==> config.mk <==
export PLATFORM = sky130hd
export DESIGN_NAME = vqfl_ctrl
export DESIGN_NICKNAME = d
export VERILOG_FILES = /design/src/vqfl_pkg.sv /design/src/vqfl_ctrl.sv
export SDC_FILE = /design/constraint.sdc
export NUM_CORES = 1
export LEC_CHECK = 0
export ABC_AREA = 0
export BUFFER_PORTS_ARGS = -buffer_cell sky130_fd_sc_hd__buf_2
export CORE_AREA = 10 10 47 49
export CTS_CLUSTER_SIZE = 16
export DETAILED_ROUTE_END_ITERATION = 7
export DIE_AREA = 0 0 57 59
export PLACE_DENSITY_LB_ADDON = 0.3
export SLEW_MARGIN = 20
export SYNTH_ARGS = -nofsm -noshare
export SYNTH_HDL_FRONTEND = slang
export SYNTH_SLANG_ARGS = --single-unit
==> constraint.sdc <==
create_clock -name clk -period 2.4 [get_ports clk]
set_clock_uncertainty 0.15 [all_clocks]
set_input_delay 0.72 -clock clk [delete_from_list [all_inputs] [get_ports clk]]
set_output_delay 0.72 -clock clk [all_outputs]
set_load 0.005 [all_outputs]
==> src/vqfl_pkg.sv <==
package vqfl_pkg;

  localparam int QUEUE_SIZE = 256;
  localparam int MAX_CHAIN  = 16;
  localparam int IDX_W      = 8;
  localparam int LEN_W      = 5;
  localparam int CNT_W      = $clog2(MAX_CHAIN + 1);
  localparam int FREE_W     = 9;
  localparam int BUF_W      = 32;
  // descriptor word: {length, write mark, chain mark, next link}
  localparam int DESC_W     = BUF_W + 2 + IDX_W;

  localparam logic [2:0] STS_OK      = 3'd0;
  localparam logic [2:0] STS_BROKEN  = 3'd1;
  localparam logic [2:0] STS_NOSPACE = 3'd2;
  localparam logic [2:0] STS_NOTHING = 3'd3;
  localparam logic [2:0] STS_BADCHN  = 3'd4;

  localparam logic CFG_BUF_SIZE = 1'b0;
  localparam logic CFG_BROKEN   = 1'b1;

  typedef struct packed {
    logic       load;
    logic       start;
    logic       cur_link;
    logic       cur_head;
    logic       cnt_clr;
    logic       cnt_inc;
    logic       set_nlen;
    logic       rd_en;
    logic       wr_alloc;
    logic       wr_recl;
    logic       commit_alloc;
    logic       commit_recl;
    logic       emit_err;
    logic [2:0] err_code;
    logic       emit_alloc;
    logic       emit_recl;
  } cmd_t;

  typedef struct packed {
    logic action;
    logic broken;
    logic len_bad;
    logic no_space;
    logic nothing_used;
    logic chain;
    logic alloc_last;
    logic at_max;
    logic recl_last;
    logic out_free;
  } sts_t;

endpackage

==> src/vqfl_ctrl.sv <==
module vqfl_ctrl (
  input  logic            clk,
  input  logic            rst_n,
  input  logic            in_fire,
  output logic            in_rdy,
  input  vqfl_pkg::sts_t  sts,
  output vqfl_pkg::cmd_t  cmd
);

  localparam logic [2:0] S_IDLE   = 3'd0;
  localparam logic [2:0] S_DECIDE = 3'd1;
  localparam logic [2:0] S_A_RD   = 3'd2;
  localparam logic [2:0] S_A_USE  = 3'd3;
  localparam logic [2:0] S_R1_RD  = 3'd4;
  localparam logic [2:0] S_R1_USE = 3'd5;
  localparam logic [2:0] S_R2_RD  = 3'd6;
  localparam logic [2:0] S_R2_USE = 3'd7;

  logic [2:0] state_r, state_nxt;

  assign in_rdy = (state_r == S_IDLE);

  always_ff @(posedge clk) begin
    if (!rst_n) begin
      state_r <= S_IDLE;
    end else begin
      state_r <= state_nxt;
    end
  end

  always_comb begin
    cmd = '0;
    state_nxt = state_r;
    unique case (state_r)
      S_IDLE: begin
        if (in_fire) begin
          cmd.load = 1'b1;
          state_nxt = S_DECIDE;
        end
      end
      S_DECIDE: begin
        if (sts.out_free) begin
          priority if (sts.broken) begin
            cmd.emit_err = 1'b1;
            cmd.err_code = vqfl_pkg::STS_BROKEN;
            state_nxt = S_IDLE;
          end else if (!sts.action && sts.len_bad) begin
            cmd.emit_err = 1'b1;
            cmd.err_code = vqfl_pkg::STS_BADCHN;
            state_nxt = S_IDLE;
          end else if (!sts.action && sts.no_space) begin
            cmd.emit_err = 1'b1;
            cmd.err_code = vqfl_pkg::STS_NOSPACE;
            state_nxt = S_IDLE;
          end else if (sts.action && sts.nothing_used) begin
            cmd.emit_err = 1'b1;
            cmd.err_code = vqfl_pkg::STS_NOTHING;
            state_nxt = S_IDLE;
          end else begin
            cmd.start = 1'b1;
            cmd.cnt_clr = 1'b1;
            state_nxt = sts.action ? S_R1_RD : S_A_RD;
          end
        end
      end
      S_A_RD: begin
        cmd.rd_en = 1'b1;
        state_nxt = S_A_USE;
      end
      S_A_USE: begin
        if (sts.out_free) begin
          cmd.emit_alloc = 1'b1;
          cmd.wr_alloc = 1'b1;
          if (sts.alloc_last) begin
            cmd.commit_alloc = 1'b1;
            state_nxt = S_IDLE;
          end else begin
            cmd.cur_link = 1'b1;
            cmd.cnt_inc = 1'b1;
            state_nxt = S_A_RD;
          end
        end
      end
      S_R1_RD: begin
        cmd.rd_en = 1'b1;
        state_nxt = S_R1_USE;
      end
      S_R1_USE: begin
        // first pass only measures the chain, nothing is changed
        if (!sts.chain) begin
          cmd.set_nlen = 1'b1;
          cmd.cur_head = 1'b1;
          cmd.cnt_clr = 1'b1;
          state_nxt = S_R2_RD;
        end else if (sts.at_max) begin
          if (sts.out_free) begin
            cmd.emit_err = 1'b1;
            cmd.err_code = vqfl_pkg::STS_BADCHN;
            state_nxt = S_IDLE;
          end
        end else begin
          cmd.cur_link = 1'b1;
          cmd.cnt_inc = 1'b1;
          state_nxt = S_R1_RD;
        end
      end
      S_R2_RD: begin
        cmd.rd_en = 1'b1;
        state_nxt = S_R2_USE;
      end
      S_R2_USE: begin
        if (sts.out_free) begin
          cmd.emit_recl = 1'b1;
          if (sts.recl_last) begin
            cmd.wr_recl = 1'b1;
            cmd.commit_recl = 1'b1;
            state_nxt = S_IDLE;
          end else begin
            cmd.cur_link = 1'b1;
            cmd.cnt_inc = 1'b1;
            state_nxt = S_R2_RD;
          end
        end
      end
      default: state_nxt = S_IDLE;
    endcase
  end

endmodule

======== Word-level counts from Yosys, hierarchy flattened ========
Cells that the tools add are included.
word-level totals
  input bits .............................. 13
  register bits ........................... 3
  output and inout bits ................... 19
  logic and storage cells ................. 74
operators by class
  mux-type cells .......................... 54
  equal/unequal tests ..................... 12
  reductions and logical operators ........ 7
operator list
  operator              number
  $mux W3               13
  $mux W4               8
  $mux W1               27
  $pmux W3 S8           1
  $eq A3 B3 Y1 const B  4
  $ne A2 B2 Y1 const B  4
  $pmux W4 S2           1
  $eq A3 B2 Y1 const B  2
  $reduce_and A5 Y1     1
  $mux W2               2
  $ne A4 B4 Y1 const B  1
  $eq A3 B1 Y1 const B  1
  $logic_and A1 B1 Y1   3
  $logic_not A3 Y1      1
  $pmux W1 S3           1
  $reduce_or A3 Y1      1
  $pmux W1 S2           1
  $logic_not A1 Y1      1

======== Depth between registers and ports, before layout ========
Gate-level depths: netlist of the first run.
  word-level depth ........................ 7
  gate-level depth with buffers ........... 6
  depth with buffers taken out ............ 4

======== Worst setup path before layout of the first run ========
OpenSTA, ideal clock, no wires.
  path kind ............................... input port to output port
  from .................................... input port sts[0] in the netlist's numbering
  to ...................................... output port cmd[13] in the netlist's numbering
  required time ........................... 1.530 ns
  setup slack ............................. 0.049 ns
  buffers on the path ..................... 0
  stages .................................. 4
  arrival ................................. 1.481 ns
  cell sequence ........................... inv_1 -> or3_4 -> nor3_4 -> or2_2
RTL lines
  what                RTL line        source
  start: declaration  vqfl_ctrl.sv:6  input vqfl_pkg::sts_t sts,
  end: declaration    vqfl_ctrl.sv:7  output vqfl_pkg::cmd_t cmd

==> impl_metrics.py, run 1 <==
metrics = {
    "clock_network": {
        "numCtsBuffers": 3,
        "clkSinkCount": 3,
        "clk_path_buf_depth": 2,
        "holdBufCountCts": 0,
        "cts_tree": "yes",
        "clk_latency_ns": 0.23,
        "htree_num_levels": 1,
        "ctsRootBufferMaster": "clkbuf_4",
        "clkTransAtPathRegs_ns": 0.03,
    },
    "pwr": {
        "powerDensity_nw_per_um2": 291.0,
        "ir_worst_vdd_mv": 0.1864,
        "power.leakage_nw": 0.3725,
    },
    "synth": {
        "yosysMostFrequentCell": "nor2_1",
        "yosysUniqueCellTypes": 31,
        "synthArstFlopShare": 0,
        "synth_common_cells": "nor2_1, a21oi_1, buf_4, inv_1, nand2_1",
        "synth_warnings": 0,
        "synthTopCellsByArea": "dfxtp_1, buf_4, nor2_1",
        "ys_seq_area_frac": 0.1356,
        "synthFlopType": "dfxtp_1",
        "syn_area_um2": 442.9,
        "synth_seq_cells": 3,
        "avgSynthCellArea_um2": 7.261,
        "synthesis.nets": 74,
        "netlist_instances": 61,
        "yosysTopAreaCell": "dfxtp_1",
        "synth_top_cell_area_share": 0.1356,
        "synth-edff-count": 0,
    },
    "global_routing": {
        "grt.overflow.total": 0,
        "grt_pass1_vias": 642,
        "busiest_layer": "met2",
        "met1_usage": 0.1119,
        "grt_max_degree": 11,
        "use_met2": 0.1581,
        "grt_pass1_wl_mm": 2.704,
        "grt_antenna_before_repair": 0,
        "grtUsageTotal": 0.09466,
        "gr-usage-met3": 0.02361,
    },
    "layout": {
        "antenna_cells": 0,
        "nets": 117,
        "area_growth_pct": 64.41,
        "largest_register_ffs": 3,
        "reg_top3": "state_r x3",
        "top_register": "state_r",
        "drive_gt1_frac": 0.5728,
        "final_util": 0.5196,
        "post_layout_nonfiller_instances": 119,
    },
    "worst_setup_path": {
        "setup.worst_path.end_class": "primary output",
        "worstPathRequired_ns": 1.53,
        "crit_end": "cmd[13]",
        "critPathLaunchType": "input port",
        "timing.rr.end": "state_r[2]",
        "crit_type": "in -> out",
        "worstPathArrival_ns": 1.57,
        "crit_start": "sts[0]",
        "reg2reg_from": "state_r[0]",
        "rrSetupSlack_ns": 0.76,
        "cp_max_fo": 4,
        "rr_worst_depth": 6,
    },
    "worst_hold_path": {
        "hold_path_class": "reg -> reg",
    },
    "floorplan": {
        "design.portCount": 32,
        "rows": 14,
        "start_util": 0.3161,
        "dieArea_um2": 3363,
        "die_h_um": 59,
        "die_w_um": 57,
        "coreArea_um2": 1401,
    },
    "routing": {
        "drt_iter0_drc": 4,
        "firstDrtPassIters": 4,
        "wl_per_cell_um": 13.46,
        "via_per_inst": 4.891,
        "routed_wirelength_mm": 1.602,
        "via_count": 582,
        "drtAntennaViolNets": 0,
        "drc": 0,
    },
    "sta": {
        "rsz0062_at_grt": "true",
        "slew_headroom": 0.7795,
        "setup_slack_ns": -0.04472,
        "setup_violations": 1,
        "fin_crit_sh": 1.019,
        "worst_pin_slew_ns": 0.3307,
        "holdWs_ns": 0.4951,
        "timing.fmax_mhz": 409.0,
        "hold_viol_final": 0,
        "drv_slew": 0,
        "fin_crit_ns": 2.445,
    },
    "place": {
        "port-buffer-count": 31,
        "post-dp-hpwl_mm": 1.325,
        "preCtsSetupSlack_ns": -0.1145,
        "dpl.cell_count": 115,
        "place_congestion": 0.8662,
    },
    "outcome": {
        "outcome": "finished, violations left",
        "violations": "negative setup slack",
    },
    "job": {
        "cap_violations": 0,
    },
}
[worst min-delay path by stage]
| stage | startpoint | to | slack [ns] | depth (start not counted) |
|---|---|---|---|---|
| 2_1_floorplan | state_r[0] | state_r[0] | 0.44 | 2 |
| 5_1_grt | state_r[1] | state_r[1] | 0.58 | 3 |
| 6_report | state_r[0] | state_r[2] | 0.50 | 2 |
| 3_5_place_dp | state_r[0] | state_r[2] | 0.47 | 2 |
| 4_1_cts | state_r[0] | state_r[2] | 0.48 | 2 |
| 3_3_place_gp | state_r[0] | state_r[2] | 0.47 | 2 |
[cell type report]
cell class | instances | area, um2
clock buffer | 4 | 26.28
fill | 152 | 673.1
inverter | 5 | 18.77
multi-input combinational | 46 | 330.3
sequential | 3 | 60.06
tap | 16 | 20.02
timing repair buffer | 45 | 272.8
[cell usage in the layout, fill, tap and decap left out]
cell type / instances
nand2b_2: 1
or2_4: 1
buf_2: 29
o31ai_1: 1
inv_2: 1
o41ai_1: 1
o21ai_0: 1
clkbuf_1: 1
nand3b_1: 1
buf_6: 2
and2_1: 3
a221oi_1: 2
o21a_1: 1
nand4_1: 1
a211o_1: 1
or3_4: 1
nor3_1: 2
a32oi_1: 1
buf_4: 14
nor2_1: 6
nand2_1: 5
o21ai_1: 1
inv_1: 4
o22ai_1: 1
dfxtp_1: 3
nor2_2: 1
a21oi_2: 1
nor3_4: 2
o21ba_2: 1
nand3_1: 1
a21oi_1: 4
mux2i_1: 1
nor4b_4: 1
and4bb_2: 1
a22oi_1: 1
nor2b_1: 1
clkbuf_4: 3
[layer usage]
metal,wire length (um),share of wire
met3,98,0.061
met5,0,0
met4,0,0
met1,740,0.46
met2,763,0.48
[worst max-delay path, cell delays in order]
cell and delay (ns):
buf_6 0.07, inv_2 0.03, or3_4 0.36, nor3_4 0.17
or2_4 0.14, buf_6 0.08
[stage by stage]
step / cell area, um2 / total power [mW] / setup TNS, ns
floorplan: 442.9 / 0.08152 / 0
global placement: 669.4 / 0.1203 / -0.1469
detailed placement: 669.4 / 0.1212 / -0.2011
CTS: 719.4 / 0.2165 / -0.06576
global route: 728.2 / 0.2293 / -0.1467
finish: 728.2 / 0.2119 / -0.04472
[report_power, final]
| group | leakage [nW] | switching (mW) | internal (mW) |
|---|---|---|---|
| Sequential | 0.0245 | 0.00205 | 0.0517 |
| Clock | 0.0150 | 0.0244 | 0.0622 |
| Combinational | 0.333 | 0.0339 | 0.0376 |
| Total | 0.372 | 0.0604 | 0.152 |
[logic make-up (layout without fill, tap and decap cells)]
family	Yosys count	count (layout)	share of synthesized area
AND/OR/NAND/NOR	28	28	0.4125
AO/OA/AOI/OAI	17	17	0.2656
buffers and inverters	12	54	0.1638
flip-flops	3	3	0.1356
multiplexers	1	1	0.02260
[timing repair]
| item | in CTS | in global routing |
|---|---|---|
| gates resized for setup | 6 | 3 |
| pin swaps | 3 | 1 |
| endpoints found under the setup margin | 4 | 6 |
| setup buffers | 0 | 0 |
(Power assumes the default switching activity.)
==> run 2, diff against run 1 <==
clock period = 3.1 ns   (was 2.4 ns; I/O delays follow)
==> run 2 against run 1 <==
The flow now finishes without violations; final cell count down 11%; clock power fell by 21%; total power is 29% lower; critical path depth stayed put; core utilization shrank 9.3 points; design area down 18%; register-to-register slack better by 0.74 ns; sequential share of layout area grew 1.8 points; wire length is 12% lower; sequential power shrank 19%; die area is the same; non-clock buffer count decreased by 13; critical path type unchanged.
==> impl_metrics.py, run 2 (synthesized netlist as in run 1, its figures left out) <==
metrics = {
    "clock_network": {
        "clkSinkCount": 3,
        "cts_tree": "yes",
        "ctsRootBufferMaster": "clkbuf_4",
        "clk_path_buf_depth": 2,
        "clkTransAtPathRegs_ns": 0.04,
        "numCtsBuffers": 3,
        "cts_resized": 0,
        "cts_setup_buffers": 0,
        "holdBufCountCts": 0,
        "htree_num_levels": 1,
        "clk_latency_ns": 0.23,
    },
    "layout": {
        "antenna_cells": 0,
        "final_common_cell": "buf_2",
        "layout_common_cells": "buf_2, nor2_1, inv_1, nand2_1, a21oi_1",
        "largest_register_ffs": 3,
        "nets": 104,
        "postLayoutCellArea_um2": 598.1,
        "drive_gt1_frac": 0.4667,
        "top_register": "state_r",
        "reg_top3": "state_r x3",
        "area_growth_pct": 35.03,
    },
    "global_routing": {
        "grt_max_degree": 12,
        "grt.overflow.total": 0,
        "grtUsageTotal": 0.08618,
        "grt_pass1_vias": 537,
        "grt_antenna_before_repair": 0,
        "grt_pass1_wl_mm": 2.442,
    },
    "sta": {
        "timing.fmax_mhz": 337.2,
        "setup_slack_ns": 0.1347,
        "fin_crit_sh": 0.9566,
        "slew_headroom": 0.7258,
        "timing.setup.tns_ns": 0,
        "holdWs_ns": 0.5492,
        "hold_viol_final": 0,
        "drv_slew": 0,
        "rsz0062_at_grt": "false",
        "fin_crit_ns": 2.965,
        "worst_pin_slew_ns": 0.4107,
        "setup_violations": 0,
    },
    "worst_setup_path": {
        "cp_max_fo": 5,
        "setup.worst_path.end_class": "primary output",
        "critPathLaunchType": "input port",
        "worstPathRequired_ns": 2.02,
        "crit_type": "in -> out",
        "worstPathArrival_ns": 1.89,
    },
    "routing": {
        "drc": 0,
        "firstDrtPassIters": 4,
        "via_per_inst": 4.953,
        "drtAntennaViolNets": 0,
        "wl_per_cell_um": 13.35,
        "drt_iter0_drc": 11,
        "routed_wirelength_mm": 1.415,
        "via_count": 525,
    },
    "pwr": {
        "power.leakage_nw": 0.3033,
        "p_int_mw": 0.1071,
        "p_switching_mw": 0.04366,
        "power.share.sequential": 0.288,
        "powerDensity_nw_per_um2": 252.1,
        "p_comb_frac": 0.260,
        "ir_worst_vdd_mv": 0.1815,
        "swShare": 0.2895,
        "clkPwrFrac": 0.453,
    },
    "floorplan": {
        "die_h_um": 59,
        "design.portCount": 32,
        "dieArea_um2": 3363,
        "start_util": 0.3161,
        "rows": 14,
        "coreArea_um2": 1401,
        "die_w_um": 57,
    },
    "place": {
        "place_area_um2": 571.8,
        "preCtsSetupSlack_ns": 0.1260,
        "place_congestion": 0.8178,
        "port-buffer-count": 31,
        "post-dp-hpwl_mm": 1.187,
    },
    "worst_hold_path": {
        "hold_path_class": "reg -> reg",
    },
    "outcome": {
        "outcome": "complete, no violations",
    },
    "job": {
        "cap_violations": 0,
    },
}
## run 2: cell types whose count changed in the layout (fill, tap and decap cells not counted), sizes merged
| cell | delta |
|---|---|
| buf | -13 |
## run 2: final cells by class
type	instances	area [um2]
Tap cell	16	20.02
Timing Repair Buffer	32	162.7
Fill cell	147	803.3
Sequential cell	3	60.06
Multi-Input combinational cell	46	310.3
Inverter	5	18.77
Clock buffer	4	26.28
## run 2: layer usage
layer / routed length, um / share of wire / GRT usage
met3: 146 / 0.10 / 0.04077
met1: 671 / 0.47 / 0.1075
met5: 0 / 0 / 0
met4: 0 / 0 / 0.04027
met2: 597 / 0.42 / 0.1209
## run 2: power groups by stage
stage,sequential [mW],clock [mW],combinational [mW]
2_1_floorplan,0.0408,0,0.0223
3_3_place_gp,0.0438,0,0.0389
3_5_place_dp,0.0437,0,0.0394
4_1_cts,0.0432,0.0723,0.0395
5_1_grt,0.0437,0.0760,0.0443
6_report,0.0434,0.0683,0.0392
## run 2: metrics by stage
stage	cells	power, mW	utilization
2_1_floorplan	61	0.06311	-
3_3_place_gp	102	0.08263	0.4080
3_5_place_dp	102	0.08303	0.4080
4_1_cts	106	0.1550	0.4268
5_1_grt	106	0.1640	0.4268
6_report	106	0.1508	0.4268
## run 2: path summary, 6_finish.rpt
kind	cells past startpoint	to	slack [ns]	startpoint
worst max-delay path	6	cmd[13]	0.13	sts[0]
worst min-delay path	1	state_r[0]	0.55	state_r[0]
worst max register to register	4	state_r[2]	1.50	state_r[0]
worst min register to register	1	state_r[0]	0.55	state_r[0]
## run 2: worst max-delay path: stages
cell and delay (ns):
buf_2 0.12, inv_1 0.06, or3_4 0.40, nor3_4 0.17, or2_2 0.12, buf_2 0.10
==> run 3, diff against run 2 <==
ABC_CLOCK_PERIOD_IN_PS = 3100   (was not set)
PLACE_DENSITY = 0.68   (was not set)
PLACE_DENSITY_LB_ADDON = not set   (was 0.3)
==> run 3 against run 2 <==
Fmax is 0.69% lower; sequential share of layout area stayed put; total power is 1.4% lower; register-to-register slack better by 0.03 ns; sequential power hardly changed; critical path depth stayed put; clock power is 3.5% lower; largest cell class unchanged; highest routed layer unchanged.
==> impl_metrics.py, run 3 (synthesized netlist as in run 1, its figures left out) <==
metrics = {
    "pwr": {
        "ir_worst_vdd_mv": 0.1503,
        "power.leakage_nw": 0.3033,
        "power.total_mw": 0.1487,
        "powerDensity_nw_per_um2": 248.7,
    },
    "worst_setup_path": {
        "cp_max_fo": 5,
        "crit_type": "in -> out",
        "worstPathArrival_ns": 1.91,
        "path_cells": "buf_2 > inv_1 > or3_4 > nor3_4 > or2_2 > buf_2",
        "critPathLaunchType": "input port",
        "setup.worst_path.end_class": "primary output",
        "worstPathRequired_ns": 2.02,
        "cpPeakStageDelay_ns": 0.40,
        "crit_top_cell": "buf_2",
        "cpMaxStageDelayCell": "or3_4",
    },
    "layout": {
        "top_register": "state_r",
        "antenna_cells": 0,
        "drive_gt1_frac": 0.4667,
        "largest_register_ffs": 3,
        "nFillCells": 161,
        "nets": 104,
        "layout_common_cells": "buf_2, nor2_1, inv_1, nand2_1, a21oi_1",
        "reg_top3": "state_r x3",
        "postLayoutCellArea_um2": 598.1,
        "area_growth_pct": 35.03,
        "final_common_cell": "buf_2",
    },
    "floorplan": {
        "dieArea_um2": 3363,
        "die_h_um": 59,
        "die_w_um": 57,
        "rows": 14,
        "start_util": 0.3161,
        "design.portCount": 32,
        "coreArea_um2": 1401,
    },
    "routing": {
        "drt_iter0_drc": 9,
        "wl_per_cell_um": 13.46,
        "drc": 0,
        "routed_wirelength_mm": 1.427,
        "via_count": 538,
        "drtAntennaViolNets": 0,
        "firstDrtPassIters": 4,
        "via_per_inst": 5.075,
    },
    "global_routing": {
        "grt.overflow.total": 0,
        "grt_max_degree": 12,
        "grtUsageTotal": 0.08737,
        "grt_pass1_wl_mm": 2.532,
        "grt_antenna_before_repair": 0,
        "grt_pass1_vias": 588,
    },
    "clock_network": {
        "clk_latency_ns": 0.23,
        "clkTransAtPathRegs_ns": 0.03,
        "holdBufCountCts": 0,
        "htree_num_levels": 1,
        "numCtsBuffers": 3,
        "cts_tree": "yes",
        "clk_path_buf_depth": 2,
        "cts_resized": 0,
        "cts_setup_buffers": 0,
        "ctsRootBufferMaster": "clkbuf_4",
        "clkSinkCount": 3,
    },
    "place": {
        "post-dp-hpwl_mm": 1.214,
        "place_area_um2": 571.8,
        "port-buffer-count": 31,
        "place_congestion": 0.7936,
    },
    "sta": {
        "rsz0062_at_grt": "false",
        "timing.fmax_mhz": 334.9,
        "worst_pin_slew_ns": 0.4056,
        "timing.setup.tns_ns": 0,
        "setup_violations": 0,
        "hold_viol_final": 0,
        "drv_slew": 0,
        "fin_crit_sh": 0.9632,
        "slew_headroom": 0.7292,
        "fin_crit_ns": 2.986,
    },
    "job": {
        "cap_violations": 0,
    },
    "worst_hold_path": {
        "hold_path_class": "reg -> reg",
    },
    "outcome": {
        "outcome": "complete, no violations",
    },
}
-- run 3: cell counts in the layout (fill, tap and decap cells not counted) --
Identical to the previous run, type by type.
-- run 3: layout make-up --
cell class / count / area [um2] / share of cell area
Clock buffer: 4 / 26.28 / 0.04393
Multi-Input combinational cell: 46 / 310.3 / 0.5188
Sequential cell: 3 / 60.06 / 0.1004
Inverter: 5 / 18.77 / 0.03138
Timing Repair Buffer: 32 / 162.7 / 0.2720
Tap cell: 16 / 20.02 / 0.03347
-- run 3: where the power goes --
part	internal [mW]	leakage (nW)	switching, mW	total, mW
clock	0.0481	0.0150	0.0179	0.0659
sequential	0.0401	0.0245	0.00317	0.0432
combinational	0.0189	0.264	0.0207	0.0396
-- run 3: layer usage --
layer / routed length, um / share of wire / vias to the layer above / track usage
li1: - / - / 274 / -
met1: 511 / 0.36 / 247 / 0.08810
met4: 0 / 0 / 0 / 0.03356
met5: 0 / 0 / - / 0
met2: 796 / 0.56 / 17 / 0.1628
met3: 120 / 0.084 / 0 / 0.02790
-- run 3: final timing paths --
| check | from | end | slack (ns) | cells past startpoint |
|---|---|---|---|---|
| worst max-delay path | sts[0] | cmd[13] | 0.11 | 6 |
| worst min register to register | state_r[0] | state_r[0] | 0.53 | 1 |
| worst max register to register | state_r[1] | state_r[1] | 1.53 | 4 |
| worst min-delay path | state_r[0] | state_r[0] | 0.53 | 1 |
-- run 3: metrics by stage --
stage | std cells | hold slack (ns) | util | setup slack [ns]
3_5_place_dp | 102 | 0.5142 | 0.4080 | 0.1114
4_1_cts | 106 | 0.5264 | 0.4268 | 0.1115
5_1_grt | 106 | 0.5751 | 0.4268 | 0.04694
6_report | 106 | 0.5323 | 0.4268 | 0.1140
3_3_place_gp | 102 | 0.5299 | 0.4080 | 0.1428
2_1_floorplan | 61 | 0.4359 | - | 0.3292
-- run 3: worst max-delay path: cells and delay by family --
kind,cells,cell delay (ns)
AND/OR/NAND/NOR,3,0.69
buffers and inverters,3,0.28
